--- config.mk ---
export PLATFORM = sky130hd
export DESIGN_NAME = fixed_block_free_list_allocator_flat
export DESIGN_NICKNAME = d
export VERILOG_FILES = /design/src/hdl/fbfl_pkg.sv /design/src/hdl/fbfl_req_if.sv /design/src/hdl/fbfl_rsp_if.sv /design/src/hdl/fixed_block_free_list_allocator.sv /design/src/hdl/fbfl_ram.sv /design/src/flat_wrapper.sv
export SDC_FILE = /design/constraint.sdc
export NUM_CORES = 2
export LEC_CHECK = 0
export BUFFER_PORTS_ARGS = -buffer_cell sky130_fd_sc_hd__buf_2
export CAP_MARGIN = 10
export CORE_MARGIN = 1.5
export CORE_UTILIZATION = 45
export DETAILED_ROUTE_END_ITERATION = 12
export GPL_ROUTABILITY_DRIVEN = 0
export SYNTH_ARGS = -nofsm -noshare
export SYNTH_HDL_FRONTEND = slang
export SYNTH_SLANG_ARGS = --single-unit
--- constraint.sdc ---
create_clock -name clk -period 16.9 [get_ports clk]
set_input_delay 0.845 -clock clk [delete_from_list [all_inputs] [get_ports clk]]
set_output_delay 0.845 -clock clk [all_outputs]
set_load 0.01 [all_outputs]
--- src/hdl/fbfl_pkg.sv ---
// ---------------------------------------------------------------------------
// Fixed-block free-list allocator: shared definitions
// Field widths, codes, sequencer states and parameter defaults.
// ---------------------------------------------------------------------------
`default_nettype none

package fbfl_pkg;

  localparam int MAX_BLOCKS_DEF      = 255;
  localparam int MAX_BLOCK_BYTES_DEF = 256;

  localparam int ACTION_W = 2;
  localparam int OFFSET_W = 16;
  localparam int STATUS_W = 2;
  localparam int COUNT_W  = 8;
  localparam int INDEX_W  = 8;
  localparam int SIZE_W   = 9;
  localparam int CFG_IDX_W  = 1;
  localparam int CFG_DATA_W = 9;
  localparam int PROD_W   = INDEX_W + SIZE_W;

  localparam logic [SIZE_W-1:0]  SIZE_RESET  = 9'd8;
  localparam logic [COUNT_W-1:0] COUNT_RESET = 8'd255;

  localparam logic [CFG_IDX_W-1:0] REG_BLOCK_SIZE  = 1'd0;
  localparam logic [CFG_IDX_W-1:0] REG_BLOCK_COUNT = 1'd1;

  typedef enum logic [ACTION_W-1:0] {
    ACT_ALLOC = 2'd0,
    ACT_FREE  = 2'd1,
    ACT_INIT  = 2'd2
  } action_t;

  typedef enum logic [STATUS_W-1:0] {
    STAT_OK      = 2'd0,
    STAT_EMPTY   = 2'd1,
    STAT_INVALID = 2'd2
  } status_t;

  typedef enum logic [3:0] {
    S_IDLE,
    S_ALLOC_RD,
    S_ALLOC_WB,
    S_FREE_MUL,
    S_FREE_CHK,
    S_FREE_DIV,
    S_FREE_WR,
    S_INIT,
    S_DONE
  } state_t;

endpackage

`default_nettype wire

--- src/hdl/fbfl_req_if.sv ---
// ---------------------------------------------------------------------------
// Allocator request channel
// Valid/ready channel carrying the action and the byte offset to free.
// ---------------------------------------------------------------------------
`default_nettype none

interface fbfl_req_if;
  logic                            valid;
  logic                            ready;
  logic [fbfl_pkg::ACTION_W-1:0]   action;
  logic [fbfl_pkg::OFFSET_W-1:0]   byte_offset;

  modport source (output valid, action, byte_offset, input ready);
  modport sink   (input valid, action, byte_offset, output ready);
endinterface

`default_nettype wire

--- src/hdl/fbfl_rsp_if.sv ---
// ---------------------------------------------------------------------------
// Allocator response channel
// Valid/ready channel carrying status, allocated offset and free count.
// ---------------------------------------------------------------------------
`default_nettype none

interface fbfl_rsp_if;
  logic                            valid;
  logic                            ready;
  logic [fbfl_pkg::STATUS_W-1:0]   status;
  logic [fbfl_pkg::OFFSET_W-1:0]   block_offset;
  logic [fbfl_pkg::COUNT_W-1:0]    free_count;

  modport source (output valid, status, block_offset, free_count, input ready);
  modport sink   (input valid, status, block_offset, free_count, output ready);
endinterface

`default_nettype wire

--- src/hdl/fixed_block_free_list_allocator.sv ---
// ---------------------------------------------------------------------------
// Fixed-block free-list allocator
// Hands out and takes back equal blocks of a chunk through a linked free list.
// ---------------------------------------------------------------------------
// Usage:
//   req carries one request: action (allocate, free, rebuild the list) and,
//   for a free, the byte offset of the block. rsp returns one response per
//   request: status, the allocated byte offset and the free count afterwards.
//   block_size and block_count are set through the cfg_* write port; the user
//   must write them only while the block is idle, as the block does not
//   enforce it. A rebuild request uses block_count to relink the list.
// Sequence (request accepted to response valid): allocate: link read,
//   head update, response load; free: range check, then the 16-step
//   restoring divider that turns the offset into a block index, one quotient
//   bit a cycle, then the link write (an offset outside the chunk goes from
//   the check to the response); rebuild: one link write a cycle; an unused
//   action or an allocate with nothing free goes straight to the response.
// One request is worked on at a time; req.ready is high only when the
// sequencer is idle. A finished response sits in the rsp output register;
// the next request may be accepted meanwhile, and its response holds in
// the sequencer until rsp frees up, so a stalled receiver stalls the block.
// Reset clears the free count and head; the link store holds nothing valid
// until a rebuild request has run.
// ---------------------------------------------------------------------------
`default_nettype none

module fixed_block_free_list_allocator #(
  parameter int MAX_BLOCKS      = fbfl_pkg::MAX_BLOCKS_DEF,
  parameter int MAX_BLOCK_BYTES = fbfl_pkg::MAX_BLOCK_BYTES_DEF
) (
  input  wire logic                              clk,
  input  wire logic                              rst,
  input  wire logic                              cfg_wr_en,
  input  wire logic [fbfl_pkg::CFG_IDX_W-1:0]    cfg_index,
  input  wire logic [fbfl_pkg::CFG_DATA_W-1:0]   cfg_data,
  fbfl_req_if.sink                               req,
  fbfl_rsp_if.source                             rsp
);

  localparam int AW = $clog2(MAX_BLOCKS);

  // Configuration registers
  logic [fbfl_pkg::SIZE_W-1:0]  block_size;
  logic [fbfl_pkg::COUNT_W-1:0] block_count;

  // Effective (clamped) configuration
  logic [fbfl_pkg::SIZE_W-1:0]  size_eff;
  logic [fbfl_pkg::COUNT_W-1:0] count_eff;

  // Sequencer and datapath state
  fbfl_pkg::state_t state, state_next;
  logic [fbfl_pkg::INDEX_W-1:0]  head_index;
  logic [fbfl_pkg::COUNT_W-1:0]  free_blocks;
  logic [fbfl_pkg::OFFSET_W-1:0] offset;
  logic [fbfl_pkg::PROD_W-1:0]   prod;
  logic [fbfl_pkg::SIZE_W-1:0]   rem;
  logic [fbfl_pkg::OFFSET_W-1:0] quo;
  logic [3:0]                    bit_cnt;
  logic [fbfl_pkg::COUNT_W-1:0]  walk_cnt;
  fbfl_pkg::status_t             res_status;
  logic [fbfl_pkg::OFFSET_W-1:0] res_offset;

  // Output register
  logic                          rsp_valid;
  logic [fbfl_pkg::STATUS_W-1:0] rsp_status;
  logic [fbfl_pkg::OFFSET_W-1:0] rsp_offset;
  logic [fbfl_pkg::COUNT_W-1:0]  rsp_free;

  // Control strobes
  logic accept;
  logic rsp_load;
  logic head_oob;

  // Shared multiplier and divider step
  logic [fbfl_pkg::INDEX_W-1:0]  mul_a;
  logic [fbfl_pkg::SIZE_W:0]     div_shift;
  logic                          div_ge;

  // Link store ports
  logic                          ram_wr_en;
  logic [AW-1:0]                 ram_wr_addr;
  logic [fbfl_pkg::INDEX_W-1:0]  ram_wr_data;
  logic                          ram_rd_en;
  logic [fbfl_pkg::INDEX_W-1:0]  ram_rd_data;

  // ---- configuration -------------------------------------------------------
  always_ff @(posedge clk) begin
    if (rst) begin
      block_size  <= fbfl_pkg::SIZE_RESET;
      block_count <= fbfl_pkg::COUNT_RESET;
    end else if (cfg_wr_en) begin
      unique case (cfg_index)
        fbfl_pkg::REG_BLOCK_SIZE:  block_size  <= cfg_data;
        fbfl_pkg::REG_BLOCK_COUNT: block_count <= cfg_data[fbfl_pkg::COUNT_W-1:0];
        default: ;
      endcase
    end
  end

  // Zero size acts as one byte; oversize values clamp to the limits.
  always_comb begin
    priority if (block_size == '0) begin
      size_eff = fbfl_pkg::SIZE_W'(1);
    end else if (block_size > fbfl_pkg::SIZE_W'(MAX_BLOCK_BYTES)) begin
      size_eff = fbfl_pkg::SIZE_W'(MAX_BLOCK_BYTES);
    end else begin
      size_eff = block_size;
    end
    if (block_count > fbfl_pkg::COUNT_W'(MAX_BLOCKS)) begin
      count_eff = fbfl_pkg::COUNT_W'(MAX_BLOCKS);
    end else begin
      count_eff = block_count;
    end
  end

  // ---- shared arithmetic ---------------------------------------------------
  // Multiplier: head * size on allocate, count * size for the free range check.
  assign mul_a     = (state == fbfl_pkg::S_ALLOC_RD) ? head_index : count_eff;
  assign div_shift = {rem, quo[fbfl_pkg::OFFSET_W-1]};
  assign div_ge    = div_shift >= {1'b0, size_eff};
  // A head beyond the store reads as link zero.
  assign head_oob  = head_index >= fbfl_pkg::INDEX_W'(MAX_BLOCKS);

  // ---- sequencer -----------------------------------------------------------
  assign accept   = req.valid && req.ready;
  assign req.ready = (state == fbfl_pkg::S_IDLE);

  always_ff @(posedge clk) begin
    if (rst) begin
      state <= fbfl_pkg::S_IDLE;
    end else begin
      state <= state_next;
    end
  end

  always_comb begin
    state_next  = state;
    rsp_load    = 1'b0;
    ram_wr_en   = 1'b0;
    ram_wr_addr = walk_cnt[AW-1:0];
    ram_wr_data = walk_cnt + 1'b1;
    ram_rd_en   = 1'b0;
    unique case (state)
      fbfl_pkg::S_IDLE: begin
        if (accept) begin
          unique case (req.action)
            fbfl_pkg::ACT_ALLOC:
              state_next = (free_blocks == '0) ? fbfl_pkg::S_DONE : fbfl_pkg::S_ALLOC_RD;
            fbfl_pkg::ACT_FREE: state_next = fbfl_pkg::S_FREE_MUL;
            fbfl_pkg::ACT_INIT: state_next = fbfl_pkg::S_INIT;
            default:            state_next = fbfl_pkg::S_DONE;
          endcase
        end
      end
      fbfl_pkg::S_ALLOC_RD: begin
        ram_rd_en  = 1'b1;
        state_next = fbfl_pkg::S_ALLOC_WB;
      end
      fbfl_pkg::S_ALLOC_WB: state_next = fbfl_pkg::S_DONE;
      fbfl_pkg::S_FREE_MUL: state_next = fbfl_pkg::S_FREE_CHK;
      fbfl_pkg::S_FREE_CHK: begin
        if ({1'b0, offset} >= prod) begin
          state_next = fbfl_pkg::S_DONE;
        end else begin
          state_next = fbfl_pkg::S_FREE_DIV;
        end
      end
      fbfl_pkg::S_FREE_DIV: begin
        if (bit_cnt == 4'd15) begin
          state_next = fbfl_pkg::S_FREE_WR;
        end
      end
      fbfl_pkg::S_FREE_WR: begin
        // Push the freed block: its link takes the old head.
        ram_wr_en   = 1'b1;
        ram_wr_addr = quo[AW-1:0];
        ram_wr_data = head_index;
        state_next  = fbfl_pkg::S_DONE;
      end
      fbfl_pkg::S_INIT: begin
        if (walk_cnt < count_eff) begin
          ram_wr_en = 1'b1;
        end else begin
          state_next = fbfl_pkg::S_DONE;
        end
      end
      fbfl_pkg::S_DONE: begin
        if (!rsp_valid || rsp.ready) begin
          rsp_load   = 1'b1;
          state_next = fbfl_pkg::S_IDLE;
        end
      end
      default: state_next = fbfl_pkg::S_IDLE;
    endcase
  end

  // ---- datapath control state ---------------------------------------------
  always_ff @(posedge clk) begin
    if (rst) begin
      head_index  <= '0;
      free_blocks <= '0;
    end else begin
      unique case (state)
        fbfl_pkg::S_ALLOC_WB: begin
          head_index  <= head_oob ? '0 : ram_rd_data;
          free_blocks <= free_blocks - 1'b1;
        end
        fbfl_pkg::S_FREE_WR: begin
          head_index <= quo[fbfl_pkg::INDEX_W-1:0];
          if (free_blocks < fbfl_pkg::COUNT_W'(MAX_BLOCKS)) begin
            free_blocks <= free_blocks + 1'b1;
          end
        end
        fbfl_pkg::S_INIT: begin
          if (walk_cnt >= count_eff) begin
            head_index  <= '0;
            free_blocks <= count_eff;
          end
        end
        default: ;
      endcase
    end
  end

  // ---- datapath payload ----------------------------------------------------
  always_ff @(posedge clk) begin
    prod <= fbfl_pkg::PROD_W'(mul_a) * fbfl_pkg::PROD_W'(size_eff);
    unique case (state)
      fbfl_pkg::S_IDLE: begin
        offset     <= req.byte_offset;
        walk_cnt   <= '0;
        res_offset <= '0;
        if (req.action == fbfl_pkg::ACT_ALLOC && free_blocks == '0) begin
          res_status <= fbfl_pkg::STAT_EMPTY;
        end else begin
          res_status <= fbfl_pkg::STAT_OK;
        end
      end
      fbfl_pkg::S_ALLOC_WB: res_offset <= prod[fbfl_pkg::OFFSET_W-1:0];
      fbfl_pkg::S_FREE_CHK: begin
        rem     <= '0;
        quo     <= offset;
        bit_cnt <= '0;
        if ({1'b0, offset} >= prod) begin
          res_status <= fbfl_pkg::STAT_INVALID;
        end
      end
      fbfl_pkg::S_FREE_DIV: begin
        // One restoring division step: shift in a dividend bit, subtract if it fits.
        rem     <= div_ge ? fbfl_pkg::SIZE_W'(div_shift - {1'b0, size_eff})
                          : div_shift[fbfl_pkg::SIZE_W-1:0];
        quo     <= {quo[fbfl_pkg::OFFSET_W-2:0], div_ge};
        bit_cnt <= bit_cnt + 1'b1;
      end
      fbfl_pkg::S_INIT: walk_cnt <= walk_cnt + 1'b1;
      default: ;
    endcase
  end

  // ---- link store ----------------------------------------------------------
  fbfl_ram #(
    .WIDTH (fbfl_pkg::INDEX_W),
    .DEPTH (MAX_BLOCKS)
  ) u_link_ram (
    .clk     (clk),
    .wr_en   (ram_wr_en),
    .wr_addr (ram_wr_addr),
    .wr_data (ram_wr_data),
    .rd_en   (ram_rd_en),
    .rd_addr (head_index[AW-1:0]),
    .rd_data (ram_rd_data)
  );

  // ---- response register ---------------------------------------------------
  always_ff @(posedge clk) begin
    if (rst) begin
      rsp_valid <= 1'b0;
    end else if (rsp_load) begin
      rsp_valid <= 1'b1;
    end else if (rsp.ready) begin
      rsp_valid <= 1'b0;
    end
  end

  always_ff @(posedge clk) begin
    if (rsp_load) begin
      rsp_status <= res_status;
      rsp_offset <= res_offset;
      rsp_free   <= free_blocks;
    end
  end

  assign rsp.valid        = rsp_valid;
  assign rsp.status       = rsp_status;
  assign rsp.block_offset = rsp_offset;
  assign rsp.free_count   = rsp_free;

  // ---- assertions ----------------------------------------------------------
  a_free_bound: assert property (@(posedge clk) disable iff (rst)
    free_blocks <= fbfl_pkg::COUNT_W'(MAX_BLOCKS))
    else $error("free count above block limit");

  a_quo_fits: assert property (@(posedge clk) disable iff (rst)
    state == fbfl_pkg::S_FREE_WR |-> quo[fbfl_pkg::OFFSET_W-1:fbfl_pkg::INDEX_W] == '0)
    else $error("freed block index does not fit");

  a_walk_bound: assert property (@(posedge clk) disable iff (rst)
    ram_wr_en && state == fbfl_pkg::S_INIT |-> walk_cnt < fbfl_pkg::COUNT_W'(MAX_BLOCKS))
    else $error("list rebuild writes beyond the link store");

  a_empty_zero: assert property (@(posedge clk) disable iff (rst)
    rsp_load && res_status != fbfl_pkg::STAT_OK |=> rsp_offset == '0)
    else $error("failed request returned a block offset");

endmodule

`default_nettype wire

--- src/hdl/fbfl_ram.sv ---
// ---------------------------------------------------------------------------
// Generic simple dual-port RAM
// One write port, one read port with registered read data.
// ---------------------------------------------------------------------------
`default_nettype none

module fbfl_ram #(
  parameter int WIDTH = 8,
  parameter int DEPTH = 255
) (
  input  wire logic                     clk,
  input  wire logic                     wr_en,
  input  wire logic [$clog2(DEPTH)-1:0] wr_addr,
  input  wire logic [WIDTH-1:0]         wr_data,
  input  wire logic                     rd_en,
  input  wire logic [$clog2(DEPTH)-1:0] rd_addr,
  output logic      [WIDTH-1:0]         rd_data
);

  logic [WIDTH-1:0] mem [DEPTH];

  always_ff @(posedge clk) begin
    if (wr_en) begin
      mem[wr_addr] <= wr_data;
    end
    if (rd_en) begin
      rd_data <= mem[rd_addr];
    end
  end

endmodule

`default_nettype wire
--- src/flat_wrapper.sv ---
// flat-port wrapper written by rule: the top's interface ports become plain ports
module fixed_block_free_list_allocator_flat 
#(
  parameter int MAX_BLOCKS      = fbfl_pkg::MAX_BLOCKS_DEF,
  parameter int MAX_BLOCK_BYTES = fbfl_pkg::MAX_BLOCK_BYTES_DEF
)
  (clk, rst, cfg_wr_en, cfg_index, cfg_data, req_valid, req_action, req_byte_offset, req_ready, rsp_valid, rsp_status, rsp_block_offset, rsp_free_count, rsp_ready);
  fbfl_req_if req_i ();
  fbfl_rsp_if rsp_i ();
  input  wire logic clk;
  input  wire logic rst;
  input  wire logic cfg_wr_en;
  input  wire logic [fbfl_pkg::CFG_IDX_W-1:0] cfg_index;
  input  wire logic [fbfl_pkg::CFG_DATA_W-1:0] cfg_data;
  input wire logic [$bits(req_i.valid)-1:0] req_valid;
  input wire logic [$bits(req_i.action)-1:0] req_action;
  input wire logic [$bits(req_i.byte_offset)-1:0] req_byte_offset;
  output wire logic [$bits(req_i.ready)-1:0] req_ready;
  output wire logic [$bits(rsp_i.valid)-1:0] rsp_valid;
  output wire logic [$bits(rsp_i.status)-1:0] rsp_status;
  output wire logic [$bits(rsp_i.block_offset)-1:0] rsp_block_offset;
  output wire logic [$bits(rsp_i.free_count)-1:0] rsp_free_count;
  input wire logic [$bits(rsp_i.ready)-1:0] rsp_ready;
  assign req_i.valid = req_valid;
  assign req_i.action = req_action;
  assign req_i.byte_offset = req_byte_offset;
  assign req_ready = req_i.ready;
  assign rsp_valid = rsp_i.valid;
  assign rsp_status = rsp_i.status;
  assign rsp_block_offset = rsp_i.block_offset;
  assign rsp_free_count = rsp_i.free_count;
  assign rsp_i.ready = rsp_ready;
  fixed_block_free_list_allocator #(.MAX_BLOCKS(MAX_BLOCKS), .MAX_BLOCK_BYTES(MAX_BLOCK_BYTES)) u_core (.clk(clk), .rst(rst), .cfg_wr_en(cfg_wr_en), .cfg_index(cfg_index), .cfg_data(cfg_data), .req(req_i), .rsp(rsp_i));
endmodule
After elaboration in Yosys (flattened, before gate mapping)
Memories as Yosys holds them, arrays and structs flattened. A register that Yosys moved wholly into a read port is not among the register bits.
Index checks and enable logic that the tools add are counted.
W data, S select, Z words.
Storage, ports and cells
  flip-flop bits (word level): 152
  memory bits (writable): 2040
  bits of input ports: 33
  output and inout bits: 28
  word-level logic and storage cells: 110
  memories: 1
Cells by class
  add/subtract/negate cells: 5
  multipliers: 1
  $lt $le $gt $ge: 8
  equal/unequal tests: 18
  mux-type cells: 38
  bitwise gates (word level): 1
  reductions and logical operators: 21
Memories
  u_core.u_link_ram.mem: depth 255, width 8, read ports 1, clocked after memory_dff 1, write ports 1, line fbfl_ram.sv:20  | logic [WIDTH-1:0] mem [DEPTH];
Operator list (count)
  $mux W8: 8
  $pmux W16 S2: 2
  $pmux W8 S3: 2
  $pmux W4 S8: 1
  $mux W9: 3
  $mux W4: 6
  $pmux W9 S2: 1
  $ge A16 B17 Y1: 1
  $mul A8 B9 Y17: 1
  $add A8 B1 Y8 const B: 2
  $eq A4 B3 Y1 const B: 4
  $pmux W8 S2: 1
  $pmux W4 S3: 1
  $ge A10 B9 Y1: 1
  $ne A2 B1 Y1 const B: 5
  $reduce_bool A2 Y1: 5
  $gt A9 B9 Y1 const B: 1
  $logic_not A9 Y1: 1
  $mux W1: 9
  $sub A9 B9 Y9: 1
  $eq A4 B2 Y1 const B: 2
  $eq A4 B4 Y1 const B: 2
  $ge A8 B8 Y1: 1
  $ge A8 B8 Y1 const B: 1
  25 further kinds: 30

Logic depth before layout (Yosys ltp)
  depth in word-level cells: 7
  mapped depth: 23
  mapped depth without buffers: 20

Modules after synthesis
From an unflattened synthesis, not the netlist that was laid out.
Second synthesis, totals
  cells, all modules: 4887
  area, all modules: 90128.9 um2
By module, submodules not included
  fbfl_ram: instances 1, cells each 3910, area each 80566.0 um2, sequential area each 61499.0 um2
  fixed_block_free_list_allocator: instances 1, cells each 977, area each 9562.9 um2, sequential area each 4013.8 um2

Worst setup path before layout
Ideal clock, no wire load.
  path type: reg-to-reg
  from: register u_core.state[0]
  to: memory u_core.u_link_ram.mem[0][6], data pin
  setup time: 1570 ps
  arrival: 8460 ps
  data required time: 15330 ps
  path slack: 6870 ps
  stages on the path, launching flop included: 9
  buffers on the path: 4
  period minus slack after synthesis: 10030 ps
  path through: dfxtp_1 buf_2 nor3_1 inv_1 clkbuf_1 clkbuf_1 buf_1 nor2_1 a21oi_1
Between the ends
  longest elaborated chain between the ends: 2
RTL lines
  start, declared: line fixed_block_free_list_allocator.sv:51  | fbfl_pkg::state_t state, state_next;
  start signal, assigned: line fixed_block_free_list_allocator.sv:130  | state <= fbfl_pkg::S_IDLE;
  start signal, assigned: line fixed_block_free_list_allocator.sv:132  | state <= state_next;
  $eq A4 B3 Y1: line fixed_block_free_list_allocator.sv:143  | unique case (state)
  $mux W8: line fixed_block_free_list_allocator.sv:143
  via u_core.ram_wr_data (one bit): line fixed_block_free_list_allocator.sv:82  | logic [fbfl_pkg::INDEX_W-1:0] ram_wr_data;
  end, declared: line fbfl_ram.sv:20
The timed path passes the listed nets, and every way through them passes these cells.

Worst setup path in the final report
  from: register u_core.state[0]
  to: register u_core.prod[15] in the netlist's numbering
Between the ends
  longest elaborated chain between the ends: 3
RTL lines
  $eq A4 B1 Y1: line fixed_block_free_list_allocator.sv:118  | assign mul_a = (state == fbfl_pkg::S_ALLOC_RD) ? head_index : count_eff;
  $mux W8: line fixed_block_free_list_allocator.sv:118
  $mul A8 B9 Y17: line fixed_block_free_list_allocator.sv:227  | prod <= fbfl_pkg::PROD_W'(mul_a) * fbfl_pkg::PROD_W'(size_eff);
  end signal, assigned: line fixed_block_free_list_allocator.sv:227
  end, declared: line fixed_block_free_list_allocator.sv:55  | logic [fbfl_pkg::PROD_W-1:0] prod;
No other way between the ends.
A chain may end at the register's enable or synchronous reset.

==> out/summary.txt <==
clk sink count: 2200
Synth Area in Compound Gates: 0.03917
largest family of logic cells by synthesized area: multiplexers
routed length per instance: 31.21 um
Max VDD drop: 159.0 uV
Leak: 31.21 nW
R2R depth: 20
largest net degree at the start of global routing: 216
Final Cycle Share: 0.3486
share of the synthesized area in the top cell type: 0.7218
Post-DP HPWL: 147900 um
hold violation count in the final report: 0
Setup crit start kind: register
adder-cell share of the synthesized area: 0.02123
gr ovfl total: 0
hold path depth: 1
WP buf/inv: 5
row cnt: 163
Worst Skew: 0.04312 ns
Simple-Gate Fraction of Synth Area: 0.04440
Seq. cell area: 65530 sq um
multi-input logic area: 21970 sq um
HP Class: primary input to register
Yosys Warn Count: 0
Slowest-stage cell, CP: a21oi_1
core box area: 197200 sq um
R2R Path Start: u_core.state[0]$_SDFFE_PP0P_
routed wire length: 242200 um
die width: 448.3 um
XOR/XNOR share of the synthesized area: 0.002748
minimum clock period: 5.891 ns
crit path launch: u_core.state[0]$_SDFFE_PP0P_
routed vias: 46860
Yosys top cell by area: edfxtp_1
asr flop ratio synth: 0
setup TNS: 0 ns
global-route wire length before repair: 344100 um
layout cell share with drive strength beyond 1: 0.1931
gr usage total: 0.2418
status: finished, final reports clean
number of cells on the critical path: 20
CP Capture Type: register
Top Family by Delay on Critical Path: adder cells
Max Fanout on Critical Path: 23
CTS tree: done
initial core utilization: 0.4525
Seq cells post-synth: 2200
Layout Nets: 5090
Die Y: 448.3 um
EDFF count, synth: 2145
1st-iter DRT viols: 5052
clock-pin slew on the worst setup and hold paths: 0.06 ns
Synth cell types: 81
Clock H-tree levels: 4
routed wl met3: 19430 um
Slew Viols, Final: 0
Finished Layout Cells: 7760
post-DR vias/cell: 6.039
peak per-stage delay on the critical path: 0.59 ns
crit path to: u_core.prod[15]$_DFF_P_
Die Area: 201000 sq um
PostCTS Resize Cnt: 0
final setup vio count: 0
multiplexer area fraction after synthesis: 0.1364
Worst EP arrival: 6.67 ns
placed cells: 7350
Highest Signal Layer: met4
Initial DRT Pass Iterations: 6
Reg2Reg Capture Point: u_core.prod[15]$_DFF_P_
postcts setup bufs: 0
mapped cell area: 89240 sq um
Seq/Total Area, Yosys: 0.7341
RSZ-0062 raised after global routing: no
worst-skew pair later-pin latency: 0.88 ns
initial antenna violation count: 4
maxcap violations: 0
Clock Tree Buf Depth: 3
power density over the cells: 153.3 nW/um^2
worst-margin pin slew: 1.426 ns
vias in the first global route: 46740
Worst R2R Setup Slack: 11.01 ns
met1 wire length: 98300 um
fillcell total: 15900
critical path data required time: 17.67 ns
ys flop type: edfxtp_1
PortBufs: 60
most common cell after layout, fill and taps aside: edfxtp_1
Mapped Cells: 4802
clk root buf: clkbuf_16
commonest non-fill, non-tap cells in the layout: 2145 x edfxtp_1, 444 x mux4_2, 414 x nor2_1
main area contributors after synthesis: edfxtp_1 72%, mux4_2 11%, mux2i_1 2.3%, nor2_1 1.8%, dfxtp_1 1.2%
Slew headroom: 0.03917
Syn Area/Cell: 18.58 sq um
hold buffer count at cts: 0
# IOs: 61
Synth Net Count: 4960
P&R area growth vs syn: 11.32%
antenna-violating nets left: 0
Max Fclk: 0.1697 GHz
CTS Buf Count: 218
total chip power: 0.01523 W
critical path class: register to register
CP Cell Sequence: nand2b_1, nor3_2, buf_4, nor2_1, a21oi_1, nor2_1, fa_1, inv_1, fa_1, inv_1, fa_1, inv_1, fa_1, inv_1, ha_1, a21boi_0, o41a_1, a41o_1, o41ai_1, xnor2_1
met2 WL: 114500 um
# DRC: 0
==> power breakdown <==
group,leakage [nW],switching [W],internal [W]
clock network,3.36,0.00205,0.00263
logic,7.86,0.00247,0.000979
registers,20.0,0.000146,0.00696
==> routing by layer <==
| layer | vias up | track usage |
|---|---|---|
| met2 | 2075 | 0.3793 |
| met3 | 406 | 0.04872 |
| met4 | 0 | 0.09911 |
| met5 | - | 0 |
| met1 | 24780 | 0.3324 |
| li1 | 19600 | - |
==> state kept, by name, indices dropped and copies added (netlist names), 8 cells and up <==
name	count
u_core.block_count	8
u_core.block_size	9
u_core.free_blocks	8
u_core.head_index	8
u_core.offset	16
u_core.prod	17
u_core.quo	16
u_core.rem	9
u_core.res_offset	16
u_core.rsp.block_offset	16
u_core.rsp.free_count	8
u_core.u_link_ram.mem	2040
u_core.u_link_ram.rd_data	8
u_core.walk_cnt	8
==> through the flow <==
stage | cell area (sq um) | worst slack, ns | util | hold slack [ns]
global placement | 92440 | 11.02 | 0.4687 | 0.4035
floorplan | 89240 | 6.870 | - | 0.4003
CTS | 99300 | 10.99 | 0.5035 | 0.09404
detailed placement | 92450 | 11.01 | 0.4688 | 0.4045
finish | 99340 | 11.01 | 0.5037 | 0.1577
global route | 99340 | 10.54 | 0.5037 | 0.1313
==> cell usage after synthesis, drive strengths merged (6+ instances only) <==
cell,number
o21bai,7
nor2,419
and2,7
o22ai,47
a21oi,122
nand3b,13
and3,20
mux2i,204
nand2b,24
inv,114
xnor2,20
or3,15
a221oi,21
a211oi,19
nand4,15
o31ai,8
o21ai,66
a21o,17
buf,131
a31oi,14
nor4,15
nor2b,24
ha,81
o221ai,49
a221o,7
nand2,226
o311ai,6
dfxtp,55
o21a,7
or2,12
nand3,65
clkbuf,129
mux2,9
nor3,38
a22oi,66
xor2,8
mux4,445
edfxtp,2145
o211ai,9
fa,44
a2111oi,7
==> cell families after synthesis <==
| kind of cell | count (synthesis) |
|---|---|
| AOI/OAI and AO/OA | 511 |
| xor gates and xnor gates | 28 |
| adders and majority gates | 125 |
| buffers and inverters | 375 |
| DFF | 2200 |
| muxes | 658 |
| and+or+nand+nor | 905 |
==> worst min path at each step <==
stage	from	endpoint	slack (ns)
2_1_floorplan	u_core.res_offset[0]$_SDFFCE_PN0P_	u_core.rsp.block_offset[0]$_DFFE_PP_	0.40
5_1_grt	req_byte_offset[6]	u_core.offset[6]$_DFFE_PP_	0.13
4_1_cts	req_byte_offset[1]	u_core.offset[1]$_DFFE_PP_	0.09
3_5_place_dp	u_core.res_status[1]$_DFFE_PP_	u_core.rsp.status[1]$_DFFE_PP_	0.40
6_report	req_byte_offset[1]	u_core.offset[1]$_DFFE_PP_	0.16
3_3_place_gp	u_core.res_offset[0]$_SDFFCE_PN0P_	u_core.rsp.block_offset[0]$_DFFE_PP_	0.40
==> final cells by class <==
type | count | share of cell area
repair buffers | 170 | 0.01252
inverters | 115 | 0.004396
diodes | 3 | 0.00007557
clock inverters | 129 | 0.009459
flip-flops and latches | 2200 | 0.6596
multi-input cells | 2227 | 0.2211
well taps | 2640 | 0.03325
clock buffers | 276 | 0.05951
Note: power is estimated with default switching activity, not from simulation.
